`config.mk`:
```
export PLATFORM = sky130hd
export DESIGN_NAME = touch_frame_to_screen_core
export DESIGN_NICKNAME = d
export VERILOG_FILES = /design/src/sv/tfs_pkg.sv /design/src/sv/touch_frame_to_screen_core.sv /design/src/sv/tfs_lane.sv
export SDC_FILE = /design/constraint.sdc
export NUM_CORES = 1
export LEC_CHECK = 0
export BUFFER_PORTS_ARGS = -buffer_cell sky130_fd_sc_hd__buf_4
export CORE_UTILIZATION = 46
export CTS_CLUSTER_DIAMETER = 40
export DETAILED_ROUTE_END_ITERATION = 6
export HOLD_SLACK_MARGIN = 0.08
export SLEW_MARGIN = 20
export SYNTH_ARGS = -nofsm -noshare
export SYNTH_HDL_FRONTEND = slang
export SYNTH_SLANG_ARGS = --single-unit
```
`constraint.sdc`:
```
create_clock -name clk -period 12.1 [get_ports clk]
set_clock_uncertainty 0.2 [all_clocks]
set_input_delay 1.21 -clock clk [delete_from_list [all_inputs] [get_ports clk]]
set_output_delay 1.21 -clock clk [all_outputs]
set_load 0.005 [all_outputs]
```
`src/sv/tfs_pkg.sv`:
```
// Shared types and constants for the touch frame to screen block.
`timescale 1ns / 1ps

package tfs_pkg;

  // Status byte fields
  localparam logic [7:0] STATUS_READY_MASK = 8'h80;
  localparam logic [7:0] STATUS_COUNT_MASK = 8'h0f;

  // Configuration register indexes
  localparam int unsigned CFG_ADDR_W = 2;
  localparam int unsigned CFG_DATA_W = 16;
  localparam logic [CFG_ADDR_W-1:0] CFG_SCREEN_WIDTH  = 2'd0;
  localparam logic [CFG_ADDR_W-1:0] CFG_SCREEN_HEIGHT = 2'd1;
  localparam logic [CFG_ADDR_W-1:0] CFG_PANEL_WIDTH   = 2'd2;
  localparam logic [CFG_ADDR_W-1:0] CFG_PANEL_HEIGHT  = 2'd3;

  // Reset values of the size registers
  localparam logic [11:0] SCREEN_WIDTH_RST  = 12'd320;
  localparam logic [11:0] SCREEN_HEIGHT_RST = 12'd240;
  localparam logic [15:0] PANEL_WIDTH_RST   = 16'd240;
  localparam logic [15:0] PANEL_HEIGHT_RST  = 16'd320;

  // Datapath widths: a magnitude of at most 65536 times a 12-bit size fits in 28 bits
  localparam int unsigned SCR_W   = 12;
  localparam int unsigned PNL_W   = 16;
  localparam int unsigned MAG_W   = 17;
  localparam int unsigned NUM_W   = 28;
  localparam int unsigned POS_W   = 16;
  localparam int unsigned MUL_STEPS = SCR_W;
  localparam int unsigned DIV_STEPS = NUM_W;
  localparam int unsigned CNT_W   = $clog2(DIV_STEPS);

  // One frame read from the controller
  typedef struct packed {
    logic        status_ok;
    logic [7:0]  status_byte;
    logic        point_ok;
    logic [15:0] raw_x;
    logic [15:0] raw_y;
  } in_t;

  // One result
  typedef struct packed {
    logic              frame_taken;
    logic              changed;
    logic signed [15:0] screen_x;
    logic signed [15:0] screen_y;
    logic              touching;
  } out_t;

  // Sequencer states
  typedef enum logic [1:0] {
    ST_IDLE,
    ST_MUL,
    ST_DIV,
    ST_DONE
  } state_t;

  // Controls from the sequencer to each arithmetic lane
  typedef struct packed {
    logic load;
    logic mul_en;
    logic div_en;
  } lane_ctrl_t;

endpackage

```
`src/sv/touch_frame_to_screen_core.sv`:
```
// Top level: touch frame handler that maps the first touch point to screen coordinates.
//
// Usage:
//   in_*  : one frame read per transaction (status byte, first point, read flags).
//   out_* : one result per input transaction: frame_taken, changed, position, touching.
//   cfg_* : write port for the four size registers; write only while the block is idle.
// Operation:
//   A frame that needs scaling runs a bit-serial multiply (one bit of the screen
//   size per cycle) and then a restoring divide (one quotient bit per cycle);
//   x and y run in two lanes side by side. Frames that are not ready, have no
//   point, or pass raw values through skip both and go straight to the done state.
//   One frame is worked on at a time; in_stall is high from acceptance until the
//   result is moved into the output register.
// Reset: synchronous, active low; sizes return to 320x240 screen and 240x320 panel,
//   position clears to zero and the touch flag drops.
// Stall: while out_stall holds a result, the next finished result waits in the
//   sequencer and new frames are not taken; a frame may still be accepted while
//   only the output register is occupied.
`timescale 1ns / 1ps

module touch_frame_to_screen_core import tfs_pkg::*; (
  input  logic                  clk,
  input  logic                  rst_n,
  input  logic                  in_valid,
  output logic                  in_stall,
  input  in_t                   in_data,
  output logic                  out_valid,
  input  logic                  out_stall,
  output out_t                  out_data,
  input  logic                  cfg_we,
  input  logic [CFG_ADDR_W-1:0] cfg_addr,
  input  logic [CFG_DATA_W-1:0] cfg_wdata
);

  // Configuration registers
  logic [SCR_W-1:0] screen_width_r;
  logic [SCR_W-1:0] screen_height_r;
  logic [PNL_W-1:0] panel_width_r;
  logic [PNL_W-1:0] panel_height_r;

  always_ff @(posedge clk) begin
    if (!rst_n) begin
      screen_width_r  <= SCREEN_WIDTH_RST;
      screen_height_r <= SCREEN_HEIGHT_RST;
      panel_width_r   <= PANEL_WIDTH_RST;
      panel_height_r  <= PANEL_HEIGHT_RST;
    end else if (cfg_we) begin
      case (cfg_addr)
        CFG_SCREEN_WIDTH:  screen_width_r  <= cfg_wdata[SCR_W-1:0];
        CFG_SCREEN_HEIGHT: screen_height_r <= cfg_wdata[SCR_W-1:0];
        CFG_PANEL_WIDTH:   panel_width_r   <= cfg_wdata[PNL_W-1:0];
        CFG_PANEL_HEIGHT:  panel_height_r  <= cfg_wdata[PNL_W-1:0];
        default: ;
      endcase
    end
  end

  // Sequencer and tracking state
  state_t           state_r, state_nxt;
  logic [CNT_W-1:0] cnt_r, cnt_nxt;
  logic             in_accept;
  logic             commit;
  lane_ctrl_t       ctrl;

  logic             frame_r;
  logic             point_r;
  logic             bypass_r;
  logic             neg_y_r;
  logic [15:0]      raw_x_r;
  logic [15:0]      raw_y_r;

  logic signed [POS_W-1:0] last_x_r, last_y_r;
  logic             finger_r;

  out_t             out_data_r;
  logic             out_valid_r;

  // Decode of the incoming frame
  logic             frame_in;
  logic             point_in;
  logic             bypass_in;
  logic [PNL_W+1:0] diff_y;
  logic [MAG_W-1:0] mag_x;
  logic [MAG_W-1:0] mag_y;

  assign frame_in  = in_data.status_ok && ((in_data.status_byte & STATUS_READY_MASK) != '0);
  assign point_in  = ((in_data.status_byte & STATUS_COUNT_MASK) != '0) && in_data.point_ok;
  assign bypass_in = (screen_width_r == '0) || (screen_height_r == '0) ||
                     (panel_width_r == '0) || (panel_height_r == '0);

  // panel_width - 1 - raw_x, signed, as sign and magnitude
  assign diff_y = {2'b00, panel_width_r} - {{(PNL_W+1){1'b0}}, 1'b1} - {2'b00, in_data.raw_x};
  assign mag_x  = {1'b0, in_data.raw_y};
  assign mag_y  = diff_y[PNL_W+1] ? MAG_W'(-diff_y) : diff_y[MAG_W-1:0];

  assign in_accept = in_valid && !in_stall;
  assign commit    = (state_r == ST_DONE) && (!out_valid_r || !out_stall);

  // Next state
  always_comb begin
    state_nxt = state_r;
    cnt_nxt   = cnt_r;
    case (state_r)
      ST_IDLE: begin
        cnt_nxt = '0;
        if (in_accept) begin
          state_nxt = (frame_in && point_in && !bypass_in) ? ST_MUL : ST_DONE;
        end
      end
      ST_MUL: begin
        if (cnt_r == CNT_W'(MUL_STEPS - 1)) begin
          state_nxt = ST_DIV;
          cnt_nxt   = '0;
        end else begin
          cnt_nxt = cnt_r + 1'b1;
        end
      end
      ST_DIV: begin
        if (cnt_r == CNT_W'(DIV_STEPS - 1)) begin
          state_nxt = ST_DONE;
          cnt_nxt   = '0;
        end else begin
          cnt_nxt = cnt_r + 1'b1;
        end
      end
      ST_DONE: begin
        if (commit) begin
          state_nxt = ST_IDLE;
        end
      end
      default: state_nxt = ST_IDLE;
    endcase
  end

  // Outputs of the sequencer
  always_comb begin
    in_stall    = (state_r != ST_IDLE);
    ctrl.load   = in_accept;
    ctrl.mul_en = (state_r == ST_MUL);
    ctrl.div_en = (state_r == ST_DIV);
  end

  always_ff @(posedge clk) begin
    if (!rst_n) begin
      state_r <= ST_IDLE;
      cnt_r   <= '0;
    end else begin
      state_r <= state_nxt;
      cnt_r   <= cnt_nxt;
    end
  end

  // Frame details held while the lanes run
  always_ff @(posedge clk) begin
    if (in_accept) begin
      frame_r  <= frame_in;
      point_r  <= point_in;
      bypass_r <= bypass_in;
      neg_y_r  <= diff_y[PNL_W+1];
      raw_x_r  <= in_data.raw_x;
      raw_y_r  <= in_data.raw_y;
    end
  end

  // Arithmetic lanes: x = raw_y * sw / ph, |y| = |pw - 1 - raw_x| * sh / pw
  logic [NUM_W-1:0] quo_x, quo_y;

  tfs_lane u_lane_x (
    .clk     (clk),
    .ctrl    (ctrl),
    .mag     (mag_x),
    .mult    (screen_width_r),
    .divisor (panel_height_r),
    .quo     (quo_x)
  );

  tfs_lane u_lane_y (
    .clk     (clk),
    .ctrl    (ctrl),
    .mag     (mag_y),
    .mult    (screen_height_r),
    .divisor (panel_width_r),
    .quo     (quo_y)
  );

  // Saturate to 16-bit signed
  logic [POS_W-1:0] new_x, new_y;
  logic [POS_W-1:0] neg_y_val;

  assign neg_y_val = POS_W'(~quo_y[POS_W-1:0] + 1'b1);

  always_comb begin
    if (bypass_r) begin
      new_x = raw_x_r[15] ? 16'h7fff : raw_x_r;
      new_y = raw_y_r[15] ? 16'h7fff : raw_y_r;
    end else begin
      new_x = (quo_x[NUM_W-1:POS_W-1] != '0) ? 16'h7fff : quo_x[POS_W-1:0];
      if (neg_y_r) begin
        new_y = (quo_y > NUM_W'(32768)) ? 16'h8000 : neg_y_val;
      end else begin
        new_y = (quo_y[NUM_W-1:POS_W-1] != '0) ? 16'h7fff : quo_y[POS_W-1:0];
      end
    end
  end

  // Touch tracking and change detection
  logic             changed;
  logic             finger_nxt;
  logic [POS_W-1:0] last_x_nxt, last_y_nxt;

  always_comb begin
    changed    = 1'b0;
    finger_nxt = finger_r;
    last_x_nxt = last_x_r;
    last_y_nxt = last_y_r;
    if (frame_r) begin
      if (point_r) begin
        changed    = (new_x != last_x_r) || (new_y != last_y_r) || !finger_r;
        last_x_nxt = new_x;
        last_y_nxt = new_y;
        finger_nxt = 1'b1;
      end else if (finger_r) begin
        finger_nxt = 1'b0;
        changed    = 1'b1;
      end
    end
  end

  always_ff @(posedge clk) begin
    if (!rst_n) begin
      last_x_r <= '0;
      last_y_r <= '0;
      finger_r <= 1'b0;
    end else if (commit) begin
      last_x_r <= last_x_nxt;
      last_y_r <= last_y_nxt;
      finger_r <= finger_nxt;
    end
  end

  // Output register
  always_ff @(posedge clk) begin
    if (!rst_n) begin
      out_valid_r <= 1'b0;
    end else if (commit) begin
      out_valid_r <= 1'b1;
    end else if (!out_stall) begin
      out_valid_r <= 1'b0;
    end
  end

  always_ff @(posedge clk) begin
    if (commit) begin
      out_data_r.frame_taken <= frame_r;
      out_data_r.changed     <= changed;
      out_data_r.screen_x    <= last_x_nxt;
      out_data_r.screen_y    <= last_y_nxt;
      out_data_r.touching    <= finger_nxt;
    end
  end

  assign out_valid = out_valid_r;
  assign out_data  = out_data_r;

endmodule

```
`src/sv/tfs_lane.sv`:
```
// Bit-serial multiply then restoring divide lane: quo = mag * mult / divisor.
`timescale 1ns / 1ps

module tfs_lane import tfs_pkg::*; (
  input  logic                 clk,
  input  lane_ctrl_t           ctrl,
  input  logic [MAG_W-1:0]     mag,
  input  logic [SCR_W-1:0]     mult,
  input  logic [PNL_W-1:0]     divisor,
  output logic [NUM_W-1:0]     quo
);

  logic [NUM_W-1:0] acc_r, acc_nxt;
  logic [NUM_W-1:0] mcand_r, mcand_nxt;
  logic [SCR_W-1:0] mult_r, mult_nxt;
  logic [PNL_W-1:0] rem_r, rem_nxt;

  logic [PNL_W:0] trial;
  logic [PNL_W:0] trial_sub;
  logic           fits;

  // One restoring step: shift the next numerator bit into the remainder
  assign trial     = {rem_r, acc_r[NUM_W-1]};
  assign trial_sub = trial - {1'b0, divisor};
  assign fits      = (trial >= {1'b0, divisor});

  // Accumulator doubles as the quotient shift register during the divide
  always_comb begin
    acc_nxt   = acc_r;
    mcand_nxt = mcand_r;
    mult_nxt  = mult_r;
    rem_nxt   = rem_r;
    if (ctrl.load) begin
      acc_nxt   = '0;
      mcand_nxt = {{(NUM_W-MAG_W){1'b0}}, mag};
      mult_nxt  = mult;
      rem_nxt   = '0;
    end else if (ctrl.mul_en) begin
      if (mult_r[0]) begin
        acc_nxt = acc_r + mcand_r;
      end
      mcand_nxt = {mcand_r[NUM_W-2:0], 1'b0};
      mult_nxt  = {1'b0, mult_r[SCR_W-1:1]};
    end else if (ctrl.div_en) begin
      acc_nxt = {acc_r[NUM_W-2:0], fits};
      rem_nxt = fits ? trial_sub[PNL_W-1:0] : trial[PNL_W-1:0];
    end
  end

  always_ff @(posedge clk) begin
    acc_r   <= acc_nxt;
    mcand_r <= mcand_nxt;
    mult_r  <= mult_nxt;
    rem_r   <= rem_nxt;
  end

  assign quo = acc_r;

endmodule

```
# After elaboration in Yosys (flattened, before gate mapping)
# Index checks and enable logic that the tools add are counted.
totals:
  word_cells: 144
  regBits: 336
  inputBits: 65
  output_inout_bits: 37
op_classes:
  reduce_logical: 38
  bitwise_logic: 2
  order_cmp: 3
  eq_ne: 17
  n_addsub: 9
  muxes: 44
op_table:
  columns: ["cell", "count"]
  rows:
  - ["two-way mux 16 bit", 14]
  - ["two-way mux 28 bit", 6]
  - ["adder 28 bit", 2]
  - ["two-way mux 17 bit", 3]
  - ["two-way mux 12 bit", 4]
  - [">= comparator 17 x 16 -> 1 bit", 2]
  - ["zero test 16 bit", 2]
  - ["!= test 16 bit", 2]
  - ["subtractor 16 bit", 2]
  - ["two-way mux 15 bit", 2]
  - ["> comparator 28 x 16 -> 1 bit (second input constant)", 1]
  - ["nonzero test 13 bit", 2]
  - ["zero test 12 bit", 2]
  - ["subtractor 17 x 17 -> 18 bit", 1]
  - ["negator 17 bit", 1]
  - ["subtractor 16 x 1 -> 17 bit (second input constant)", 1]
  - ["adder 16 x 1 -> 16 bit (second input constant)", 1]
  - ["inverter 16 bit", 1]
  - ["one-hot mux 5 bit (3 select lines)", 1]
  - ["AND reduction 2 bit", 7]
  - ["two-way mux 2 bit", 5]
  - ["two-way mux 5 bit", 2]
  - ["!= test 2 x 1 -> 1 bit (second input constant)", 5]
  - ["equality test 2 bit (second input constant)", 4]
  - ["other kinds (16)", 40]

# Depth between registers and ports, before layout
# Gate-level depths: netlist of run 1.
depth:
  word_depth: 9
  mapped_depth: 19
  depth_no_buf: 19

# Modules after synthesis
# A second synthesis of run 1 with hierarchy kept.
hier_totals:
  cells_unflattened: 2381
  area_unflattened_um2: 20933.8
modules_own_cells:
  columns: ["module", "area_each_um2", "seq_area_each_um2", "cells_each", "instances"]
  rows:
  - ["touch_frame_to_screen_core", 9362.7, 4073.9, 1099, 1]
  - ["tfs_lane (u_lane_y)", 5868.1, 1971.9, 652, 1]
  - ["tfs_lane (u_lane_x)", 5703.0, 1971.9, 630, 1]

# Worst setup path before layout of run 1
# OpenSTA, ideal clock, no wires.
synth_path:
  path_type: "input-to-reg"
  start: "in in_data[18] (netlist name)"
  end: "reg u_lane_y.mcand_r[16], data pin"
  required_time_ns: 11.637
  t_arrival_ns: 4.153
  slack_ns: 7.484
  cell_stages: 12
  cell_sequence: "inv_1 ha_1 nor2b_4 o31a_1 o221a_1 a2111o_1 and4b_1 a311o_1 or4_4 mux2i_1 a221oi_1 o21ai_1"
synth_between:
  elab_chain_cells: 4
synth_rtl:
  columns: ["item", "line", "source"]
  rows:
  - ["start, declared", "touch_frame_to_screen_core.sv:26", "input in_t in_data,"]
  - ["subtractor 17 x 17 -> 18 bit *", "touch_frame_to_screen_core.sv:92", "assign diff_y = {2'b00, panel_width_r} - {{(PNL_W+1){1'b0}}, 1'b1} - {2'b00, in_data.raw_x};"]
  - ["negator 17 bit", "touch_frame_to_screen_core.sv:94", "assign mag_y = diff_y[PNL_W+1] ? MAG_W'(-diff_y) : diff_y[MAG_W-1:0];"]
  - ["two-way mux 17 bit *", "touch_frame_to_screen_core.sv:94", null]
  - ["two-way mux 17 bit *", "tfs_lane.sv:33", "if (ctrl.load) begin"]
  - ["named net u_lane_y.mcand_nxt[16]", "tfs_lane.sv:14", "logic [NUM_W-1:0] mcand_r, mcand_nxt;"]
  - ["end signal, assigned", "tfs_lane.sv:52", "mcand_r <= mcand_nxt;"]
  - ["end, declared", "tfs_lane.sv:14", null]
# The timed path passes the listed nets; every way through them passes the cells marked *.
# A chain may end at the register's enable or synchronous reset.

# Final worst setup path of run 1
layout_path:
  start: "reg panel_width_r[1]"
  end: "reg u_lane_y.mcand_r[10], data pin"
layout_between:
  word_cells_on_any_way: 5
  classes_between: "add/sub (3); mux (2)"
layout_rtl:
  columns: ["item", "line", "source"]
  rows:
  - ["start, declared", "touch_frame_to_screen_core.sv:38", "logic [PNL_W-1:0] panel_width_r;"]
  - ["start signal, assigned", "touch_frame_to_screen_core.sv:51", "CFG_PANEL_WIDTH: panel_width_r <= cfg_wdata[PNL_W-1:0];"]
  - ["subtractor 16 x 1 -> 17 bit", "touch_frame_to_screen_core.sv:92", null]
  - ["subtractor 17 x 17 -> 18 bit", "touch_frame_to_screen_core.sv:92", null]
  - ["named net diff_y[17]", "touch_frame_to_screen_core.sv:82", "logic [PNL_W+1:0] diff_y;"]
  - ["two-way mux 17 bit", "touch_frame_to_screen_core.sv:94", null]
  - ["two-way mux 17 bit", "tfs_lane.sv:33", null]
  - ["named net u_lane_y.mcand_nxt[10]", "tfs_lane.sv:14", null]
# The timed path passes the listed nets, and every way through them passes these cells.

==> results of run 1 <==
[cell usage in the layout, fill, tap and decap left out, drive strengths merged, types with 9 or more instances in the layout]
cell / n
a221oi: 11
mux2i: 58
nand3: 52
xnor2: 66
nor2b: 25
dfxtp: 208
clkbuf: 69
o31ai: 13
clkinv: 15
mux2: 12
edfxtp: 128
o21ai: 134
o21a: 22
buf: 114
a21o: 42
o22ai: 26
and2: 32
nand2: 405
a211oi: 23
o221ai: 11
inv: 103
a31oi: 22
and3: 20
xor2: 57
nand2b: 19
or3: 13
a21boi: 30
a311oi: 9
nor2: 183
a22oi: 15
ha: 112
nand4: 27
nand3b: 9
nor4: 26
o211ai: 21
nor3b: 16
a21oi: 176
nor3: 41
[through the flow]
stage,instances,util,total power (uW)
floorplan,2345,-,3710
global placement,2926,0.499,4360
detailed placement,2926,0.499,4410
CTS,3032,0.543,6030
global route,3032,0.543,6430
finish,3032,0.543,6000
[per-layer routing]
layer | up-vias | track usage
li1 | 8559 | -
met1 | 8155 | 0.322
met2 | 413 | 0.425
met3 | 114 | 0.0411
met4 | 2 | 0.111
met5 | - | 0
[state kept, by name, indices dropped and copies added, names as in the netlist, 2 cells and up]
signal	count
cnt_r	5
last_x_r	16
last_y_r	16
out_data	35
panel_height_r	16
panel_width_r	16
raw_x_r	16
raw_y_r	16
screen_height_r	12
screen_width_r	12
state_r	2
u_lane_x.mcand_r	28
u_lane_x.mult_r	12
u_lane_x.quo	28
u_lane_x.rem_r	16
u_lane_y.mcand_r	28
u_lane_y.mult_r	12
u_lane_y.quo	28
u_lane_y.rem_r	16
[critical path, delay by kind of cell (launching register included)]
family	cells	cell delay [ps]
xor+xnor	2	250
buf+inv	2	620
fa+ha+maj	2	600
flops	1	400
simple gates	5	1440
compound gates	8	1640
[power breakdown]
group / switching, uW / internal (uW) / total, uW / leakage [uW]
clock: 599 / 990 / 1590 / 0.000911
sequential: 278 / 1550 / 1830 / 0.00292
combinational: 1580 / 999 / 2580 / 0.00562
[kinds of logic (layout without fill, tap and decap cells)]
family | after synthesis | in the layout | synth area share
fa+ha+maj | 117 | 117 | 0.0752
xor+xnor | 123 | 123 | 0.0540
compound gates | 601 | 601 | 0.190
simple gates | 896 | 896 | 0.206
mux | 70 | 70 | 0.0358
buf+inv | 202 | 312 | 0.0382
flops | 336 | 336 | 0.401
[area by class of cell]
| class | instances | area (um2) | share of cell area |
|---|---|---|---|
| flip-flops and latches | 336 | 8010 | 0.348 |
| repair buffers | 114 | 856 | 0.0371 |
| clock buffers | 69 | 1480 | 0.0642 |
| clock inverters | 37 | 408 | 0.0177 |
| well taps | 577 | 722 | 0.0313 |
| multi-input cells | 1807 | 11200 | 0.487 |
| inverters | 92 | 348 | 0.0151 |
[how the worst min path moves through the flow]
| stage | from | endpoint | slack (ps) |
|---|---|---|---|
| after floorplan | panel_width_r[13]$_SDFFE_PN0P_ | panel_width_r[13]$_SDFFE_PN0P_ | 240 |
| after global placement | panel_width_r[13]$_SDFFE_PN0P_ | panel_width_r[13]$_SDFFE_PN0P_ | 250 |
| after detailed placement | panel_width_r[13]$_SDFFE_PN0P_ | panel_width_r[13]$_SDFFE_PN0P_ | 260 |
| after CTS | panel_width_r[13]$_SDFFE_PN0P_ | panel_width_r[13]$_SDFFE_PN0P_ | 270 |
| after global routing | panel_width_r[9]$_SDFFE_PN0P_ | panel_width_r[9]$_SDFFE_PN0P_ | 300 |
| final | panel_width_r[13]$_SDFFE_PN0P_ | panel_width_r[13]$_SDFFE_PN0P_ | 260 |
==> impl_metrics.csv, run 1 <==
group,metric,value,unit
drt,num_vias,17200,
critical_path,r2r_cells,19,
floorplanning,die_h,210,um
clock_tree,clock_latency,610,ps
drt,dr.first_iter.drc_count,1069,
floorplanning,core,42400,um2
floorplanning,rows,75,
critical_path,crit_path_end,"u_lane_y.mcand_r[10]$_DFFE_PP_",
power_and_ir_drop,vdd_drop_max,0.000177,V
clock_tree,postCtsSetupBuffers,0,
layout,fin_area,23000,um2
critical_path,crit_type,"reg2reg",
critical_path,end_kind,"flop",
grt,first_global_vias,16400,
synthesis,ys_types,74,
place,place_area,21100,um2
power_and_ir_drop,p_per_area,260,nW/um2
critical_path,required,12220,ps
drt,drt-total-wl,56.0,mm
synthesis,synthesis.area,20000,um2
layout,drive_gt1_frac,0.0986,
place,portBuffers,98,
drt,wl_met2,26.4,mm
critical_path,cp-startpoint,"panel_width_r[1]$_SDFFE_PN0P_",
power_and_ir_drop,p_leak,0.00945,uW
grt,grt_pass1_wl,88.4,mm
layout,area_growth,15.4,%
outcome,status,"complete, no violations",
timing,worst_slack,6650,ps
synthesis,synth_top_cells_by_count,"nand2_1, dfxtp_1, nor2_1",
timing,worst_hold_slack,264,ps
synthesis,yosysTopAreaCell,"dfxtp_1",
critical_path,r2r_end,"u_lane_y.mcand_r[10]$_DFFE_PP_",
critical_path,reg2reg_setup_slack,6650,ps
timing,finalSetupViolations,0,
grt,grt_usage,0.253,
drt,drc,0,
worst_hold_path,min_path_type,"reg2reg",
timing,tightest_slew,1050,ps
critical_path,arrival,5570,ps
clock_tree,cts_tree,"done",
clock_tree,ctsHoldBuffers,0,
floorplanning,io_pins,102,
clock_tree,cts_resized,0,
job,cap_viol_max_count,0,
timing,finalHoldViolations,0,
timing,slew_violations,0,
place,place.gp.congestion,0.912,
synthesis,synthCells,2345,
floorplanning,start_util,0.471,
synthesis,synth_most_common_cell,"nand2_1",
critical_path,slowest_stage,"a21boi_0",
critical_path,crit_chain,"inv_1 -> ha_1 -> nand3_1 -> nor3_1 -> nand4_1 -> nor3_1 -> xnor2_1 -> ha_1 -> o21a_1 -> a21boi_0 -> o21a_1 -> o21ai_0 -> o211ai_1 -> a21oi_1 -> nor2_1 -> clkinv_1 -> o21ai_0 -> xnor2_1 -> o21ai_0",
clock_tree,ctsLongestPathBuffers,3,
layout,diodes,0,
critical_path,max_stage_delay,460,ps
timing,fmax,184,MHz
layout,n_fill_cell,3921,
synthesis,syn_area_per_cell,8.51,um2
synthesis,synth-seq-cells,336,
synthesis,yosysTopAreaCellShare,0.209,
synthesis,synth_edf_count,128,
layout,final_nets,2589,
clock_tree,cts-root-buf,"clkbuf_16",
clock_tree,h-tree-depth,2,
grt,overflow,0,
worst_hold_path,whs_path_depth,2,
synthesis,synth_nets,2527,
critical_path,worstPathMaxFanout,10,
clock_tree,cts_buffers,56,
critical_path,reg2reg_from,"panel_width_r[1]$_SDFFE_PN0P_",
drt,wl_per_cell,18.5,um
drt,m1WireLength,24.8,mm
drt,wl_met3,2.61,mm
critical_path,crit_path_frequent_cell,"o21ai_0",
drt,drtPass1Iterations,5,
synthesis,synth_area_leaders,"dfxtp_1, edfxtp_1, nand2_1",
clock_tree,clkSlewWorstSetupHoldPaths,50,ps
clock_tree,cts.sinks,336,
timing,fin_crit,5450,ps
drt,avgViaCountPerCell,5.69,
floorplanning,die_x,210,um
floorplanning,design.die.area,44200,um2
drt,ant_nets,0,
timing,slew-limit-headroom,0.299,
synthesis,yosysWarnings,0,
timing,min_period_over_period,0.450,
critical_path,setup.worst_path.start_class,"flop",
grt,grt_antenna_before_repair,1,
timing,setup_tns,0,ps
place,dp_slack,6680,ps
place,hpwl,40.3,mm
synthesis,ys_seq_area_frac,0.401,
grt,grt_start_max_net_pins,74,
timing,rsz0062_at_grt,"false",
synthesis,synth_ff_type,"dfxtp_1",
synthesis,postSynth.asyncResetShare,0,
drt,top_layer,"met5",
No activity file was read; power rests on OpenSTA's default activity.
==> run 2: changes to the inputs <==
- clock period: 12.1 -> 5.7 ns (I/O delays scaled with it)
==> impl_metrics.csv, run 2 (synthesis results as in run 1) <==
group,metric,value,unit
layout,final_cell_mix,"nand2_1, dfxtp_1, nor2_1, a21oi_1, o21ai_0",
floorplanning,io_pins,102,
critical_path,crit_path_end,"u_lane_y.mcand_r[4]$_DFFE_PP_",
job,cap_viol_max_count,0,
critical_path,max_stage_delay,460,ps
grt,overflow,0,
grt,grt_antenna_before_repair,1,
clock_tree,clkSlewWorstSetupHoldPaths,60,ps
timing,finalSetupViolations,0,
clock_tree,h-tree-depth,2,
power_and_ir_drop,p_per_area,552,nW/um2
grt,grt_start_max_net_pins,73,
critical_path,cp-startpoint,"panel_width_r[1]$_SDFFE_PN0P_",
clock_tree,postCtsSetupBuffers,0,
drt,drc,0,
critical_path,critPathTopFamily,"compound AO/OA/AOI/OAI gates",
critical_path,cp.depth,20,
clock_tree,ctsLongestPathBuffers,3,
place,portBuffers,98,
layout,drive_gt1_frac,0.102,
place,hpwl,41.0,mm
critical_path,r2r_end,"u_lane_y.mcand_r[4]$_DFFE_PP_",
clock_tree,clock_latency,620,ps
timing,fmax,203,MHz
drt,avgViaCountPerCell,5.64,
timing,min_period_over_period,0.862,
timing,tightest_slew,1070,ps
clock_tree,cts_tree,"done",
critical_path,crit_path_frequent_cell,"o21ai_0",
critical_path,slowest_stage,"a21boi_0",
grt,grt_pass1_wl,90.2,mm
power_and_ir_drop,p_leak,0.00981,uW
clock_tree,cts_buffers,60,
clock_tree,cts-root-buf,"clkbuf_16",
layout,final_nets,2652,
critical_path,required,5820,ps
grt,first_global_vias,16700,
power_and_ir_drop,vdd_drop_max,0.000367,V
clock_tree,cts.sinks,336,
drt,wl_per_cell,18.4,um
floorplanning,rows,75,
critical_path,reg2reg_setup_slack,780,ps
drt,num_vias,17500,
critical_path,end_kind,"flop",
place,place_area,21200,um2
floorplanning,die_x,210,um
drt,dr.first_iter.drc_count,1238,
floorplanning,core,42400,um2
critical_path,crit_chain,"inv_1 -> ha_1 -> nand3_1 -> nor3_1 -> nand4_1 -> nor3_1 -> xnor2_1 -> ha_1 -> o21a_1 -> a21boi_0 -> o21a_1 -> o21ai_0 -> o211ai_1 -> a21oi_1 -> nor2_1 -> buf_4 -> clkinv_1 -> o21ai_0 -> xor2_1 -> o21ai_0",
timing,finalHoldViolations,0,
layout,diodes,0,
layout,fin_area,23800,um2
timing,slew-limit-headroom,0.286,
drt,drt-total-wl,56.9,mm
timing,rsz0062_at_grt,"false",
drt,drtPass1Iterations,5,
place,place.gp.congestion,0.922,
place,dp_slack,759,ps
floorplanning,die_h,210,um
drt,ant_nets,0,
grt,grt_usage,0.257,
timing,setup_tns,0,ps
timing,worst_slack,785,ps
critical_path,worstPathMaxFanout,10,
timing,fin_crit,4920,ps
floorplanning,design.die.area,44200,um2
worst_hold_path,min_path_type,"in2reg",
critical_path,r2r_cells,20,
floorplanning,start_util,0.471,
power_and_ir_drop,fin_total_pwr,13100,uW
layout,final_common_cell,"nand2_1",
critical_path,reg2reg_from,"panel_width_r[1]$_SDFFE_PN0P_",
timing,slew_violations,0,
clock_tree,cts_resized,0,
critical_path,crit_type,"reg2reg",
layout,largest_reg_flops,35,
critical_path,setup.worst_path.start_class,"flop",
critical_path,critPathBufInv,3,
critical_path,arrival,5040,ps
layout,area_growth,19.3,%
outcome,status,"complete, no violations",
-- run 2: cell count changes in the layout (fill, tap and decap cells not counted), sizes merged --
cell	change
buf	+6
bufinv	+2
clkbuf	+4
clkinv	-1
clkinvlp	+1
dlygate4sd3	+53
inv	+2
-- run 2: metal layers --
metal  vias to the layer above  wire length (um)  global-route usage
met5                         -                14                   0
met4                         2              1670              0.0936
met3                        95              2580              0.0301
met2                       430             27500               0.439
met1                      8258             25200               0.335
li1                       8685                 -                   -
-- run 2: power breakdown --
part,switching [uW],internal (uW)
clock,1320,2360
sequential,602,3290
combinational,3400,2180
-- run 2: worst min-delay path by stage --
stage                                              to                            from  cells after the start
finish              u_lane_x.mult_r[11]$_SDFFCE_PN0P_                        in_valid                      2
global route        u_lane_x.mult_r[11]$_SDFFCE_PN0P_                        in_valid                      2
CTS                 u_lane_x.mult_r[11]$_SDFFCE_PN0P_                        in_valid                      2
detailed placement     panel_width_r[13]$_SDFFE_PN0P_  panel_width_r[13]$_SDFFE_PN0P_                      2
global placement       panel_width_r[13]$_SDFFE_PN0P_  panel_width_r[13]$_SDFFE_PN0P_                      2
floorplan              panel_width_r[13]$_SDFFE_PN0P_  panel_width_r[13]$_SDFFE_PN0P_                      2
-- run 2: metrics by stage --
step	hold slack [ps]	std cells	utilization
finish	157	3099	0.562
global route	144	3099	0.562
CTS	122	3099	0.562
detailed placement	249	2932	0.500
global placement	248	2932	0.500
floorplan	236	2345	-
-- run 2: layout make-up --
cell class,count,area [um2]
fill,3894,18600
multi-input combinational,1807,11200
sequential,336,8010
clock buffer,73,1610
timing repair buffer,173,1440
tap,577,722
clock inverter,41,474
inverter,92,348
-- run 2: timing repair --
action,CTS,global route
endpoints found under the setup margin,0,0
hold buffers,53,0
hold endpoints to repair,97,0
-- run 2: worst register-to-register path, stage by stage (launching register included) --
cell and delay, ps:
dfxtp_1 350, inv_1 120, ha_1 200, nand3_1 130, nor3_1 340, nand4_1 290
nor3_1 250, xnor2_1 130, ha_1 370, o21a_1 230, a21boi_0 460, o21a_1 170
o21ai_0 70, o211ai_1 250, a21oi_1 140, nor2_1 110, buf_4 170, clkinv_1 240
o21ai_0 180, xor2_1 150, o21ai_0 80
==> run 3: changes to the inputs <==
- CTS_BUF_LIST: not set -> sky130_fd_sc_hd__clkbuf_2 sky130_fd_sc_hd__clkbuf_4 sky130_fd_sc_hd__clkbuf_8
==> impl_metrics.csv, run 3 (synthesis results as in run 1) <==
group,metric,value,unit
outcome,status,"complete, no violations",
critical_path,crit_chain,"inv_1 -> ha_1 -> nand3_1 -> nor3_1 -> nand4_1 -> nor3_1 -> xnor2_1 -> ha_1 -> o21a_1 -> a21boi_0 -> o21a_1 -> o21ai_0 -> o211ai_1 -> a21oi_1 -> nor2_1 -> buf_4 -> clkinv_1 -> o21ai_0 -> xor2_1 -> o21ai_0",
critical_path,slowest_stage,"a21boi_0",
grt,grt_start_max_net_pins,73,
floorplanning,start_util,0.471,
grt,first_global_vias,16700,
clock_tree,cts.sinks,336,
power_and_ir_drop,fin_total_pwr,12200,uW
drt,drtPass1Iterations,5,
clock_tree,h-tree-depth,3,
layout,final_nets,2662,
clock_tree,cts_buffers,70,
layout,area_growth,16.6,%
clock_tree,clkSlewWorstSetupHoldPaths,60,ps
timing,tightest_slew,1080,ps
critical_path,reg2reg_from,"panel_width_r[0]$_SDFFE_PN0P_",
job,cap_viol_max_count,0,
drt,wl_per_cell,18.3,um
worst_hold_path,min_path_type,"in2reg",
grt,grt_antenna_before_repair,1,
timing,fmax,201,MHz
critical_path,critPathBufInv,3,
layout,final_common_cell,"nand2_1",
clock_tree,ctsHoldBuffers,53,
floorplanning,core,42400,um2
layout,largest_reg_flops,35,
floorplanning,die_h,210,um
layout,final_cell_mix,"nand2_1, dfxtp_1, nor2_1, a21oi_1, o21ai_0",
drt,ant_nets,0,
place,place_area,21200,um2
timing,setup_tns,0,ps
place,portBuffers,98,
grt,overflow,0,
critical_path,critPathTopFamily,"compound AO/OA/AOI/OAI gates",
worst_hold_path,hold_start,"in_valid",
critical_path,max_stage_delay,460,ps
place,place.gp.congestion,0.922,
timing,rsz0062_at_grt,"false",
timing,min_period_over_period,0.874,
drt,num_vias,17500,
critical_path,crit_path_frequent_cell,"o21ai_0",
grt,grt_pass1_wl,90.3,mm
layout,fin_area,23300,um2
drt,dr.first_iter.drc_count,1227,
timing,finalSetupViolations,0,
clock_tree,clock_latency,630,ps
timing,fin_crit,4980,ps
place,dp_cells,2932,
critical_path,required,5840,ps
drt,avgViaCountPerCell,5.63,
drt,drt-total-wl,56.9,mm
floorplanning,rows,75,
timing,slew-limit-headroom,0.282,
layout,drive_gt1_frac,0.108,
timing,finalHoldViolations,0,
place,hpwl,41.0,mm
timing,worst_hold_slack,138,ps
floorplanning,die_x,210,um
clock_tree,cts_tree,"done",
clock_tree,ctsLongestPathBuffers,3,
critical_path,crit_type,"reg2reg",
clock_tree,cts-root-buf,"clkbuf_8",
drt,drc,0,
critical_path,arrival,5130,ps
critical_path,end_kind,"flop",
power_and_ir_drop,p_per_area,524,nW/um2
layout,final_cell_count_no_fill,3114,
clock_tree,cts_resized,0,
floorplanning,design.die.area,44200,um2
power_and_ir_drop,vdd_drop_max,0.000344,V
power_and_ir_drop,p_leak,0.00958,uW
clock_tree,postCtsSetupBuffers,0,
floorplanning,io_pins,102,
timing,slew_violations,0,
critical_path,worstPathMaxFanout,10,
grt,grt_usage,0.259,
critical_path,setup.worst_path.start_class,"flop",
critical_path,cp-startpoint,"panel_width_r[0]$_SDFFE_PN0P_",
layout,diodes,0,
-- run 3: cell types whose count changed in the layout (fill, tap and decap cells not counted), sizes merged --
cell      delta
clkinvlp     +1
inv         -14
clkinv       +9
clkbuf      +22
bufinv       -3
-- run 3: cell type report --
class,instances,area [um2]
Fill cell,3974,19100
Multi-Input combinational cell,1807,11200
Sequential cell,336,8010
Timing Repair Buffer,173,1440
Clock buffer,95,1230
Tap cell,577,722
Inverter,92,348
Clock inverter,34,299
-- run 3: per-stage QoR --
| stage | utilization | setup WS (ps) |
|---|---|---|
| finish | 0.549 | 719 |
| global route | 0.549 | 270 |
| CTS | 0.549 | 734 |
| detailed placement | 0.500 | 759 |
| global placement | 0.500 | 881 |
| floorplan | - | 1350 |
-- run 3: where the power goes --
group | internal (uW) | total, uW | switching (uW)
Combinational | 2180 | 5570 | 3390
Clock | 1600 | 2740 | 1140
Sequential | 3290 | 3890 | 600
-- run 3: worst paths after layout --
| kind | endpoint | slack, ps | cells after the start |
|---|---|---|---|
| worst max register to register | u_lane_y.mcand_r[14]$_DFFE_PP_ | 720 | 20 |
| worst max-delay path | u_lane_y.mcand_r[14]$_DFFE_PP_ | 720 | 20 |
| worst min register to register | panel_width_r[13]$_SDFFE_PN0P_ | 260 | 2 |
| worst min-delay path | u_lane_x.mult_r[11]$_SDFFCE_PN0P_ | 140 | 2 |
-- run 3: metal layers --
| metal | vias up | share of wire | global-route usage |
|---|---|---|---|
| met5 | - | 0.00023 | 0 |
| met4 | 2 | 0.023 | 0.0783 |
| met2 | 434 | 0.49 | 0.442 |
| li1 | 8704 | - | - |
| met1 | 8317 | 0.45 | 0.336 |
| met3 | 85 | 0.043 | 0.0387 |
